**config.mk**
```make
export PLATFORM = sky130hd
export DESIGN_NAME = int64_list_varint_decoder
export DESIGN_NICKNAME = d
export VERILOG_FILES = /design/src/rtl/ilvd_pkg.sv /design/src/rtl/int64_list_varint_decoder.sv
export SDC_FILE = /design/constraint.sdc
export NUM_CORES = 2
export LEC_CHECK = 0
export BUFFER_PORTS_ARGS = -buffer_cell sky130_fd_sc_hd__buf_2
export CAP_MARGIN = 25
export CORE_ASPECT_RATIO = 1.75
export CORE_MARGIN = 2
export CORE_UTILIZATION = 25
export CTS_CLUSTER_DIAMETER = 200
export DETAILED_ROUTE_END_ITERATION = 16
export REMOVE_ABC_BUFFERS = 1
export SLEW_MARGIN = 20
export SYNTH_ARGS = -nofsm -noshare
export SYNTH_HDL_FRONTEND = slang
export SYNTH_SLANG_ARGS = --single-unit
```
**constraint.sdc**
```tcl
create_clock -name clk -period 25 [get_ports clk]
set_clock_uncertainty 0.2 [all_clocks]
set_input_delay 2.5 -clock clk [delete_from_list [all_inputs] [get_ports clk]]
set_output_delay 2.5 -clock clk [all_outputs]
set_load 0.005 [all_outputs]
```
**src/rtl/ilvd_pkg.sv**
```systemverilog
// shared types, codes and helpers of the integer list varint decoder
package ilvd_pkg;

  localparam int LenW      = 24;
  localparam int FieldW    = 29;
  localparam int TagW      = 32;
  localparam int ValW      = 64;
  localparam int GroupBits = 7;
  localparam int MaxGroups = 10;
  localparam int AdvSteps  = 4;

  localparam logic [LenW-1:0] CountMax = {LenW{1'b1}};

  localparam logic [FieldW-1:0] ListFieldReset  = FieldW'(3);
  localparam logic [FieldW-1:0] ValueFieldReset = FieldW'(1);

  // parse modes
  localparam logic [3:0] MODE_OUTER_TAG    = 4'd0;
  localparam logic [3:0] MODE_SEG_LEN      = 4'd1;
  localparam logic [3:0] MODE_OUTER_VARINT = 4'd2;
  localparam logic [3:0] MODE_SKIP         = 4'd3;
  localparam logic [3:0] MODE_INNER_TAG    = 4'd4;
  localparam logic [3:0] MODE_PACKED_LEN   = 4'd5;
  localparam logic [3:0] MODE_INNER_VALUE  = 4'd6;
  localparam logic [3:0] MODE_PACKED_VALUE = 4'd7;
  localparam logic [3:0] MODE_STOPPED      = 4'd8;
  localparam logic [3:0] MODE_IDLE         = 4'd9;

  // wire types
  localparam logic [2:0] WIRE_VARINT = 3'd0;
  localparam logic [2:0] WIRE_I64    = 3'd1;
  localparam logic [2:0] WIRE_LEN    = 3'd2;
  localparam logic [2:0] WIRE_I32    = 3'd5;

  // done status codes
  localparam logic [1:0] ST_FOUND     = 2'd0;
  localparam logic [1:0] ST_NO_LIST   = 2'd1;
  localparam logic [1:0] ST_MALFORMED = 2'd2;

  // config register indexes
  localparam logic CFG_LIST_FIELD  = 1'b0;
  localparam logic CFG_VALUE_FIELD = 1'b1;

  typedef logic [3:0] mode_t;

  typedef struct packed {
    mode_t               mode;
    logic [LenW-1:0]     pos;
    logic [ValW-1:0]     acc;
    logic [3:0]          grp;
    logic [TagW-1:0]     tag;
    logic [LenW-1:0]     seg_end;
    logic [LenW-1:0]     pk_end;
    logic [LenW-1:0]     skip;
    logic [LenW-1:0]     cnt;
    logic [1:0]          status;
  } parse_state_t;

  function automatic parse_state_t clear_state();
    parse_state_t s;
    s.mode    = MODE_OUTER_TAG;
    s.pos     = '0;
    s.acc     = '0;
    s.grp     = '0;
    s.tag     = '0;
    s.seg_end = '0;
    s.pk_end  = '0;
    s.skip    = '0;
    s.cnt     = '0;
    s.status  = ST_NO_LIST;
    return s;
  endfunction

  // length v does not fit between position c and limit lim
  function automatic logic too_long(input logic [ValW-1:0] v, input logic [LenW:0] c,
                                    input logic [LenW:0] lim);
    logic [LenW:0] room;
    room = (c < lim) ? (lim - c) : '0;
    return (|v[ValW-1:LenW+1]) || (v[LenW:0] > room);
  endfunction

endpackage

```
**src/rtl/int64_list_varint_decoder.sv**
```systemverilog
// integer list varint decoder: byte stream in, list values and per-message done out
//
// Takes one message byte per cycle unless out_tready stalls the result register, and
// gives at most one result per byte. Each byte goes through an input register, then
// one pass of tag/length/varint logic that updates the per-message parse registers
// and loads the result register; the output register lets a new byte enter while a
// result waits.
// A result carries a value flag in tuser (the list entry in tdata) and, on the
// message's final byte, tlast with the entry count and status in tdata.
// Configuration writes are always taken (cfg_ready is tied high).
module int64_list_varint_decoder (
  input  logic        clk,
  input  logic        rst_n,
  // cfg_index: 0 list field number, 1 value field number
  input  logic        cfg_valid,
  output logic        cfg_ready,
  input  logic        cfg_index,
  input  logic [28:0] cfg_data,
  input  logic        in_tvalid,
  output logic        in_tready,
  // in_tdata: data_byte[7:0], message_length[31:8]
  input  logic [31:0] in_tdata,
  // in_tuser: first_byte
  input  logic        in_tuser,
  output logic        out_tvalid,
  input  logic        out_tready,
  // out_tdata: value[63:0], entry_count[87:64], status[89:88], zero pad[95:90]
  output logic [95:0] out_tdata,
  // out_tuser: value_valid
  output logic        out_tuser,
  // out_tlast: done_res
  output logic        out_tlast
);

  localparam int LenW = ilvd_pkg::LenW;
  localparam int ValW = ilvd_pkg::ValW;

  logic [ilvd_pkg::FieldW-1:0] list_fn_r;
  logic [ilvd_pkg::FieldW-1:0] value_fn_r;

  logic            s1_valid_r;
  logic [7:0]      s1_data_r;
  logic            s1_first_r;
  logic [LenW-1:0] s1_len_r;

  ilvd_pkg::parse_state_t state_r;
  ilvd_pkg::parse_state_t state_nxt;

  logic            out_tvalid_r;
  logic            out_vv_r;
  logic [ValW-1:0] out_value_r;
  logic            out_done_r;
  logic [LenW-1:0] out_cnt_r;
  logic [1:0]      out_status_r;

  logic            fire;
  logic            active;
  logic            has_result;
  logic            got_nxt;
  logic [ValW-1:0] word_nxt;
  logic            final_nxt;

  assign cfg_ready  = 1'b1;
  assign fire       = s1_valid_r && (!out_tvalid_r || out_tready);
  assign in_tready  = !s1_valid_r || fire;
  assign active     = s1_first_r || (state_r.mode != ilvd_pkg::MODE_IDLE);
  assign has_result = active && (got_nxt || final_nxt);

  assign out_tvalid = out_tvalid_r;
  assign out_tuser  = out_vv_r;
  assign out_tlast  = out_done_r;
  assign out_tdata  = {6'd0, out_status_r, out_cnt_r, out_value_r};

  // configuration registers
  always_ff @(posedge clk) begin
    if (!rst_n) begin
      list_fn_r  <= ilvd_pkg::ListFieldReset;
      value_fn_r <= ilvd_pkg::ValueFieldReset;
    end else if (cfg_valid && cfg_ready) begin
      unique case (cfg_index)
        ilvd_pkg::CFG_LIST_FIELD:  list_fn_r  <= cfg_data;
        ilvd_pkg::CFG_VALUE_FIELD: value_fn_r <= cfg_data;
        default: ;
      endcase
    end
  end

  // input register
  always_ff @(posedge clk) begin
    if (!rst_n) begin
      s1_valid_r <= 1'b0;
    end else if (in_tvalid && in_tready) begin
      s1_valid_r <= 1'b1;
    end else if (fire) begin
      s1_valid_r <= 1'b0;
    end
  end

  always_ff @(posedge clk) begin
    if (in_tvalid && in_tready) begin
      s1_data_r  <= in_tdata[7:0];
      s1_len_r   <= in_tdata[31:8];
      s1_first_r <= in_tuser;
    end
  end

  // one byte through the parser
  always_comb begin
    ilvd_pkg::parse_state_t s;
    logic [LenW:0]   c;
    logic [LenW:0]   cur_len;
    logic [LenW:0]   bound;
    logic [LenW:0]   sum;
    logic [ValW-1:0] v;
    logic [ValW-1:0] acc_new;
    logic [5:0]      shamt;
    logic [2:0]      wire_t;
    logic            have;
    logic            fin;
    s       = s1_first_r ? ilvd_pkg::clear_state() : state_r;
    cur_len = (s1_len_r == '0) ? (LenW+1)'(1) : {1'b0, s1_len_r};
    c       = {1'b0, s.pos} + (LenW+1)'(1);
    got_nxt  = 1'b0;
    word_nxt = '0;
    have    = 1'b0;
    fin     = 1'b1;
    v       = '0;
    sum     = '0;
    wire_t  = '0;
    shamt   = 6'({2'b00, s.grp} * 6'd7);
    acc_new = s.acc;
    bound   = cur_len;

    if (s.mode == ilvd_pkg::MODE_SKIP) begin
      if (s.skip != '0) s.skip = s.skip - 1'b1;
      fin = 1'b0;
    end else if (s.mode <= ilvd_pkg::MODE_PACKED_VALUE) begin
      if (s.mode <= ilvd_pkg::MODE_OUTER_VARINT) bound = cur_len;
      else if (s.mode == ilvd_pkg::MODE_PACKED_VALUE) bound = {1'b0, s.pk_end};
      else bound = {1'b0, s.seg_end};
      if (s.grp < 4'(ilvd_pkg::MaxGroups))
        acc_new = s.acc | ({57'd0, s1_data_r[6:0]} << shamt);
      s.acc = acc_new;
      if (s.grp < 4'(ilvd_pkg::MaxGroups)) s.grp = s.grp + 1'b1;
      if (!s1_data_r[7] || c >= bound) begin
        have = 1'b1;
        v    = acc_new;
        fin  = 1'b0;
      end
    end

    // completion and region-end settling, up to AdvSteps chained steps
    for (int i = 0; i < ilvd_pkg::AdvSteps; i++) begin
      if (!fin) begin
        if (have) begin
          have   = 1'b0;
          wire_t = v[2:0];
          unique case (s.mode)
            ilvd_pkg::MODE_OUTER_TAG: begin
              s.tag = v[34:3];
              unique case (wire_t)
                ilvd_pkg::WIRE_LEN:    s.mode = ilvd_pkg::MODE_SEG_LEN;
                ilvd_pkg::WIRE_VARINT: s.mode = ilvd_pkg::MODE_OUTER_VARINT;
                ilvd_pkg::WIRE_I32: begin
                  s.skip = LenW'(4);
                  s.mode = ilvd_pkg::MODE_SKIP;
                end
                ilvd_pkg::WIRE_I64: begin
                  s.skip = LenW'(8);
                  s.mode = ilvd_pkg::MODE_SKIP;
                end
                default: begin
                  s.status = ilvd_pkg::ST_MALFORMED;
                  s.mode   = ilvd_pkg::MODE_STOPPED;
                end
              endcase
            end
            ilvd_pkg::MODE_SEG_LEN: begin
              if (ilvd_pkg::too_long(v, c, cur_len)) begin
                s.status = ilvd_pkg::ST_MALFORMED;
                s.mode   = ilvd_pkg::MODE_STOPPED;
              end else if (s.tag == {3'b000, list_fn_r}) begin
                sum       = c + v[LenW:0];
                s.status  = ilvd_pkg::ST_FOUND;
                s.seg_end = sum[LenW-1:0];
                s.mode    = ilvd_pkg::MODE_INNER_TAG;
              end else begin
                s.skip = v[LenW-1:0];
                s.mode = ilvd_pkg::MODE_SKIP;
              end
            end
            ilvd_pkg::MODE_OUTER_VARINT: s.mode = ilvd_pkg::MODE_OUTER_TAG;
            ilvd_pkg::MODE_INNER_TAG: begin
              s.tag = v[34:3];
              if (s.tag == {3'b000, value_fn_r} && wire_t == ilvd_pkg::WIRE_LEN)
                s.mode = ilvd_pkg::MODE_PACKED_LEN;
              else if (s.tag == {3'b000, value_fn_r} && wire_t == ilvd_pkg::WIRE_VARINT)
                s.mode = ilvd_pkg::MODE_INNER_VALUE;
              else begin
                s.status = ilvd_pkg::ST_MALFORMED;
                s.mode   = ilvd_pkg::MODE_STOPPED;
              end
            end
            ilvd_pkg::MODE_PACKED_LEN: begin
              if (ilvd_pkg::too_long(v, c, {1'b0, s.seg_end})) begin
                s.status = ilvd_pkg::ST_MALFORMED;
                s.mode   = ilvd_pkg::MODE_STOPPED;
              end else begin
                sum      = c + v[LenW:0];
                s.pk_end = sum[LenW-1:0];
                s.mode   = ilvd_pkg::MODE_PACKED_VALUE;
              end
            end
            ilvd_pkg::MODE_INNER_VALUE: begin
              got_nxt  = 1'b1;
              word_nxt = v;
              if (s.cnt != ilvd_pkg::CountMax) s.cnt = s.cnt + 1'b1;
              s.mode = ilvd_pkg::MODE_INNER_TAG;
            end
            ilvd_pkg::MODE_PACKED_VALUE: begin
              got_nxt  = 1'b1;
              word_nxt = v;
              if (s.cnt != ilvd_pkg::CountMax) s.cnt = s.cnt + 1'b1;
            end
            default: ;
          endcase
        end
        s.acc = '0;
        s.grp = '0;
        fin   = 1'b1;
        unique case (s.mode) inside
          ilvd_pkg::MODE_OUTER_TAG: begin
            if (c >= cur_len) s.mode = ilvd_pkg::MODE_STOPPED;
          end
          ilvd_pkg::MODE_SEG_LEN, ilvd_pkg::MODE_OUTER_VARINT: begin
            // varint starting at the message end reads as zero
            if (c >= cur_len) begin
              have = 1'b1;
              v    = '0;
              fin  = 1'b0;
            end
          end
          ilvd_pkg::MODE_INNER_TAG: begin
            if (c >= {1'b0, s.seg_end}) s.mode = ilvd_pkg::MODE_STOPPED;
          end
          ilvd_pkg::MODE_PACKED_LEN, ilvd_pkg::MODE_INNER_VALUE: begin
            if (c >= {1'b0, s.seg_end}) begin
              have = 1'b1;
              v    = '0;
              fin  = 1'b0;
            end
          end
          ilvd_pkg::MODE_PACKED_VALUE: begin
            if (c >= {1'b0, s.pk_end}) begin
              s.mode = ilvd_pkg::MODE_INNER_TAG;
              fin    = 1'b0;
            end
          end
          ilvd_pkg::MODE_SKIP: begin
            if (s.skip == '0) begin
              s.mode = ilvd_pkg::MODE_OUTER_TAG;
              fin    = 1'b0;
            end
          end
          default: ;
        endcase
      end
    end

    s.pos     = c[LenW-1:0];
    final_nxt = (c >= cur_len);
    if (final_nxt) s.mode = ilvd_pkg::MODE_IDLE;
    state_nxt = s;
  end

  // per-message parse state
  always_ff @(posedge clk) begin
    if (!rst_n) begin
      state_r <= ilvd_pkg::clear_state();
    end else if (fire && active) begin
      state_r <= state_nxt;
    end
  end

  // result register
  always_ff @(posedge clk) begin
    if (!rst_n) begin
      out_tvalid_r <= 1'b0;
    end else if (fire) begin
      out_tvalid_r <= has_result;
    end else if (out_tready) begin
      out_tvalid_r <= 1'b0;
    end
  end

  always_ff @(posedge clk) begin
    if (fire && has_result) begin
      out_vv_r     <= got_nxt;
      out_value_r  <= word_nxt;
      out_done_r   <= final_nxt;
      out_cnt_r    <= final_nxt ? state_nxt.cnt : '0;
      out_status_r <= final_nxt ? state_nxt.status : 2'd0;
    end
  end

  // every result carries a value or closes a message
  a_result_kind: assert property (@(posedge clk) disable iff (!rst_n)
    out_tvalid_r |-> (out_vv_r || out_done_r))
    else $error("result with neither value nor done");

  // no entries can be counted before the list field is found
  a_count_no_list: assert property (@(posedge clk) disable iff (!rst_n)
    (out_tvalid_r && out_done_r && out_status_r == ilvd_pkg::ST_NO_LIST)
      |-> (out_cnt_r == '0))
    else $error("entries counted without a list field");

  // only a first byte restarts a finished message
  a_idle_holds: assert property (@(posedge clk) disable iff (!rst_n)
    (fire && !s1_first_r && state_r.mode == ilvd_pkg::MODE_IDLE)
      |=> (state_r.mode == ilvd_pkg::MODE_IDLE))
    else $error("finished message resumed without a first byte");

  // a byte after the final one gives no result
  a_idle_silent: assert property (@(posedge clk) disable iff (!rst_n)
    (fire && !s1_first_r && state_r.mode == ilvd_pkg::MODE_IDLE) |=> !out_tvalid_r)
    else $error("result produced after the final byte");

endmodule

```
======== Word-level counts from Yosys, hierarchy flattened ========
Cells that the tools add are included.
word-level totals
  bits in registers ....................... 411
  input port bits ......................... 68
  output and inout bits ................... 101
  word-level logic and storage cells ...... 458
cells by class
  add/sub/neg operators ................... 16
  multipliers ............................. 1
  $lt $le $gt $ge ......................... 26
  equality and inequality tests ........... 74
  shift operators ......................... 1
  multiplexer cells ....................... 240
  bitwise operators ....................... 2
  reductions and logical operators ........ 76
operator list
  kind                   number
  $mux 64                25
  $mux 130               8
  $mux 24                41
  $mux 198               4
  $pmux 24 s2            8
  $pmux 64 s2            3
  $eq 32x29->1           8
  $mux 226               1
  $ge 25x24->1           9
  $gt 25x25->1           8
  $mux 4                 45
  $mux 25                7
  $reduce_or 39->1       4
  $mux 68                2
  $mux 32                4
  $lt 25x24->1           5
  $sub 24x25->25         5
  $eq 4x3->1 const B     30
  $logic_not 24->1       5
  $add 24x1->24 const B  4
  $add 24x24->24         4
  $ne 24x24->1 const B   4
  $pmux 4 s6             4
  $or 64x64->64          1
  other kinds (34)       197

======== Longest topological paths before layout ========
  depth after elaboration ................. 56
  depth in mapped cells ................... 105
  gate-level depth less buffers ........... 88

======== Least setup slack after synthesis ========
No wires, ideal clock.
  path kind ............................... register -> register
  start point ............................. register s1_first_r
  end point ............................... register state_r[222] (netlist bit)
  setup time .............................. 95 ps
  arrival ................................. 19267 ps
  data required time ...................... 24705 ps
  setup slack ............................. 5438 ps
  stages on the path, launching flop included .. 105
  path buffers ............................ 18
  clock period less this slack ............ 19562 ps
  cells stage by stage .................... edfxtp_1 -> buf_2 -> clkbuf_1 -> clkbuf_1 -> clkbuf_1 -> clkbuf_1 -> clkbuf_1 -> clkbuf_1 -> clkbuf_1 -> buf_1 -> clkbuf_1 -> clkbuf_1 -> buf_1 -> clkbuf_1 -> nor2b_1 -> ha_1 -> and3_1 -> clkbuf_1 -> (+69 left out) -> nor2b_1 -> o21a_1 -> o21a_1 -> o21ai_0 -> nand2b_1 -> a21oi_1 -> nor2b_1 -> o21ai_0 -> nand2b_1 -> a21oi_1 -> o21ai_0 -> a221oi_1 -> nor2_1 -> nor3_1 -> mux2i_1 -> nor3b_1 -> o21ai_1 -> a221oi_1
RTL lines
  what                    RTL line                          RTL
  start, declared         int64_list_varint_decoder.sv:43   logic s1_first_r;
  start signal, assigned  int64_list_varint_decoder.sv:103  s1_first_r <= in_tuser;
  end signal, assigned    int64_list_varint_decoder.sv:279  state_r <= ilvd_pkg::clear_state();
  end signal, assigned    int64_list_varint_decoder.sv:281  state_r <= state_nxt;
  end, declared           int64_list_varint_decoder.sv:46   ilvd_pkg::parse_state_t state_r;

==> metrics <==
Unique masters post-synth 89; area grow syn2layout 12.9%; total global-route track usage 23.1%; Core Area 0.144 mm²; Wirelength per Cell 26.2 µm; sequential cell area fraction in the yosys report 26.2%; Synth Area in Compound Gates 24.7%; Synth Area in Simple Gates 23.5%; Int Power 0.00123 W; critical path class flop to flop; RSZ-0062 raised after global routing no; total grt overflow 0; vias per cell 5.70; Clk pin slew, worst setup/hold paths 0.07 ns; Relative slew margins 18.4%; Worst EP required 25.31 ns; layout cell share with drive strength beyond 1 9.14%; Sequential Area 0.00948 mm²; Seq cells post-synth 411; switching power 0.000688 W; die width 292 µm; maximum VDD drop 0.0457 mV; # Max-Cap Violations 0; HPWL Detailed 138 mm; Reg power frac 38.1%; FILL cells 15700; drc violations 0; fmax 44.2 MHz; CP peak stage delay 0.90 ns; Tcrit/Tclk final 90.5%; Starting Density 25.2%; Final setup violation count 0; Util after Layout 28.4%; CTS Buf Count 46; first-pass GRT wire length 252 mm; I/O Pins 169; total number of vias 38400; Comb pwr share 25.2%; vias in the first global route 37300; clock latency on the worst-skew pair 0.67 ns; full die area 0.148 mm²; Fin Setup TNS 0 ns; largest net degree at the start of global routing 185; H-Tree Level Count 2; status completed; Multi-input gate area 0.0249 mm²; P_leak 16.5 nW; WP data arrival 22.93 ns; Sw Ratio 35.9%; net count reported at finish 5283; drt total wl 176 mm; HP Class flop to flop; largest family of logic cells by synthesized area compound AO/OA/AOI/OAI gates; Cell Area, Synth 0.0362 mm²; row count 184; Most Frequent Cell on Critical Path o21a_1; ys flop type dfxtp_1; GP Congestion 1.05; antenna violations before repair 9; Post-CTS Repair Setup Buffers 0; crit path max fanout 30; CTS Root Cell clkbuf_16; number of synthesized flops with an enable pin 125; DRT iter0 DRCs 3432; Max stage delay cell, worst path nor4b_2; clock period minus worst slack 22.61 ns; port bufs 161; cells after synthesis 4778; Synthesis Warnings 0; startpoint class of the critical path flop; ys async rst share 0%; post-synthesis mux area share 1.63%; Resize count post-CTS 0; Avg Cell Area, Syn 7.58 µm²; cts-stage hold buffer count 0; Clock Power Share 36.8%; max-slew violation count 0; CTS tree yes; Die Y 507 µm; post-synthesis xor/xnor area fraction 5.06%; Detailed Routing Iterations Pass 1 7; ANT nets after route 0; Least-Margin Pin Slew 1.21 ns; Adder-Cell Fraction of Synth Area 13.5%; total power per unit cell area 46.8 mW/mm²; final hold violations 0; clk sink count 411; maximum clock path buffer count 3; element type at the critical path end flop
critical path: cells and delay by family, from the launching register on:
| kind | cells | cell delay (ns) |
|---|---|---|
| multiplexers | 2 | 0.50 |
| adder cells (fa/ha/maj) | 6 | 1.82 |
| AND/OR/NAND/NOR | 29 | 8.09 |
| AO/OA/AOI/OAI | 41 | 9.85 |
| XOR/XNOR | 1 | 0.16 |
| flip-flops | 1 | 0.38 |
| buffers and inverters | 5 | 1.37 |
sequential cells by signal, indices dropped and copies added (netlist names), 2 cells and up:
name,cells
state_r,226
out_value_r,64
list_fn_r,29
value_fn_r,29
out_cnt_r,24
s1_len_r,24
s1_data_r,8
out_status_r,2
synth_stat cells, drive strengths merged, types with 20 or more instances:
| cell type | number | area [µm²] |
|---|---|---|
| nor4 | 53 | 353 |
| clkbuf | 226 | 850 |
| mux2 | 23 | 270 |
| a21o | 77 | 578 |
| o21ai | 288 | 1440 |
| and3 | 21 | 131 |
| dfxtp | 286 | 5730 |
| a21oi | 412 | 2070 |
| and2 | 27 | 169 |
| or3 | 22 | 138 |
| nor2 | 518 | 1940 |
| nor2b | 73 | 457 |
| nor3b | 32 | 240 |
| o211ai | 49 | 368 |
| edfxtp | 125 | 3750 |
| a211oi | 79 | 593 |
| buf | 59 | 275 |
| a22oi | 114 | 856 |
| xnor2 | 137 | 1200 |
| o22ai | 34 | 213 |
| inv | 231 | 867 |
| o21a | 52 | 390 |
| nand2 | 612 | 2300 |
| ha | 374 | 4680 |
| mux2i | 32 | 320 |
| or4 | 20 | 154 |
| nand2b | 46 | 288 |
| nand4 | 90 | 563 |
| o21bai | 36 | 270 |
| a31oi | 37 | 231 |
| nand3 | 135 | 676 |
| nor3 | 73 | 365 |
| xor2 | 72 | 631 |
power by group through the flow:
stage	logic (W)	registers, W	clock network (W)
after floorplan	0.000284	0.000734	0
after global placement	0.000461	0.000742	0
after detailed placement	0.000463	0.000741	0
after CTS	0.000466	0.000727	0.000720
after global routing	0.000514	0.000729	0.000738
final	0.000481	0.000728	0.000704
routing by layer:
metal,routed length (µm),global-route usage (%),vias up
met4,20300,21.4,6
met5,37,0,-
met2,85100,40.6,1884
met1,60300,23.4,18300
li1,-,-,17500
met3,10700,3.43,735
final timing paths:
| kind | from | end | slack [ns] | cells past startpoint |
|---|---|---|---|---|
| worst max-delay path | s1_first_r | state_r[222] | 2.39 | 84 |
| worst min-delay path | state_r[133] | state_r[133] | 0.25 | 2 |
| worst min register to register | state_r[133] | state_r[133] | 0.25 | 2 |
| worst max register to register | s1_first_r | state_r[222] | 2.39 | 84 |
placed cells by master, fill, tap and decap left out, drive strengths merged, types with 58 or more instances in the layout:
master	n
dfxtp	286
a21o	77
xnor2	137
clkbuf	58
nor2b	73
ha	374
nand3	135
a211oi	79
nand2	612
a21oi	412
nand4	90
nor2	518
o21ai	288
edfxtp	125
a22oi	114
inv	239
xor2	72
nor3	73
buf	284
kinds of logic after synthesis:
kind of cell	Yosys count
other cells	2
compound gates	1394
buf+inv	516
xor+xnor	209
fa+ha+maj	384
mux	55
flops	411
simple gates	1807
cell type report:
| type | instances | share of cell area (%) |
|---|---|---|
| diodes | 7 | 0.0429 |
| clock buffers | 57 | 2.97 |
| clock inverters | 28 | 0.664 |
| inverters | 231 | 2.15 |
| multi-input cells | 3856 | 60.9 |
| flip-flops and latches | 411 | 23.2 |
| well taps | 1860 | 5.70 |
| repair buffers | 286 | 4.39 |
metrics by stage:
stage	power, W	hold WS, ns	cells	setup WS (ns)	cell area [µm²]
after floorplan	0.00102	0.227	4498	1.76	35100
after global placement	0.00120	0.236	6636	2.02	39200
after detailed placement	0.00120	0.250	6640	3.04	39300
after CTS	0.00191	0.258	6725	2.90	40800
after global routing	0.00198	0.278	6732	1.21	40900
final	0.00191	0.255	6736	2.39	40900
(Power assumes the default switching activity.)
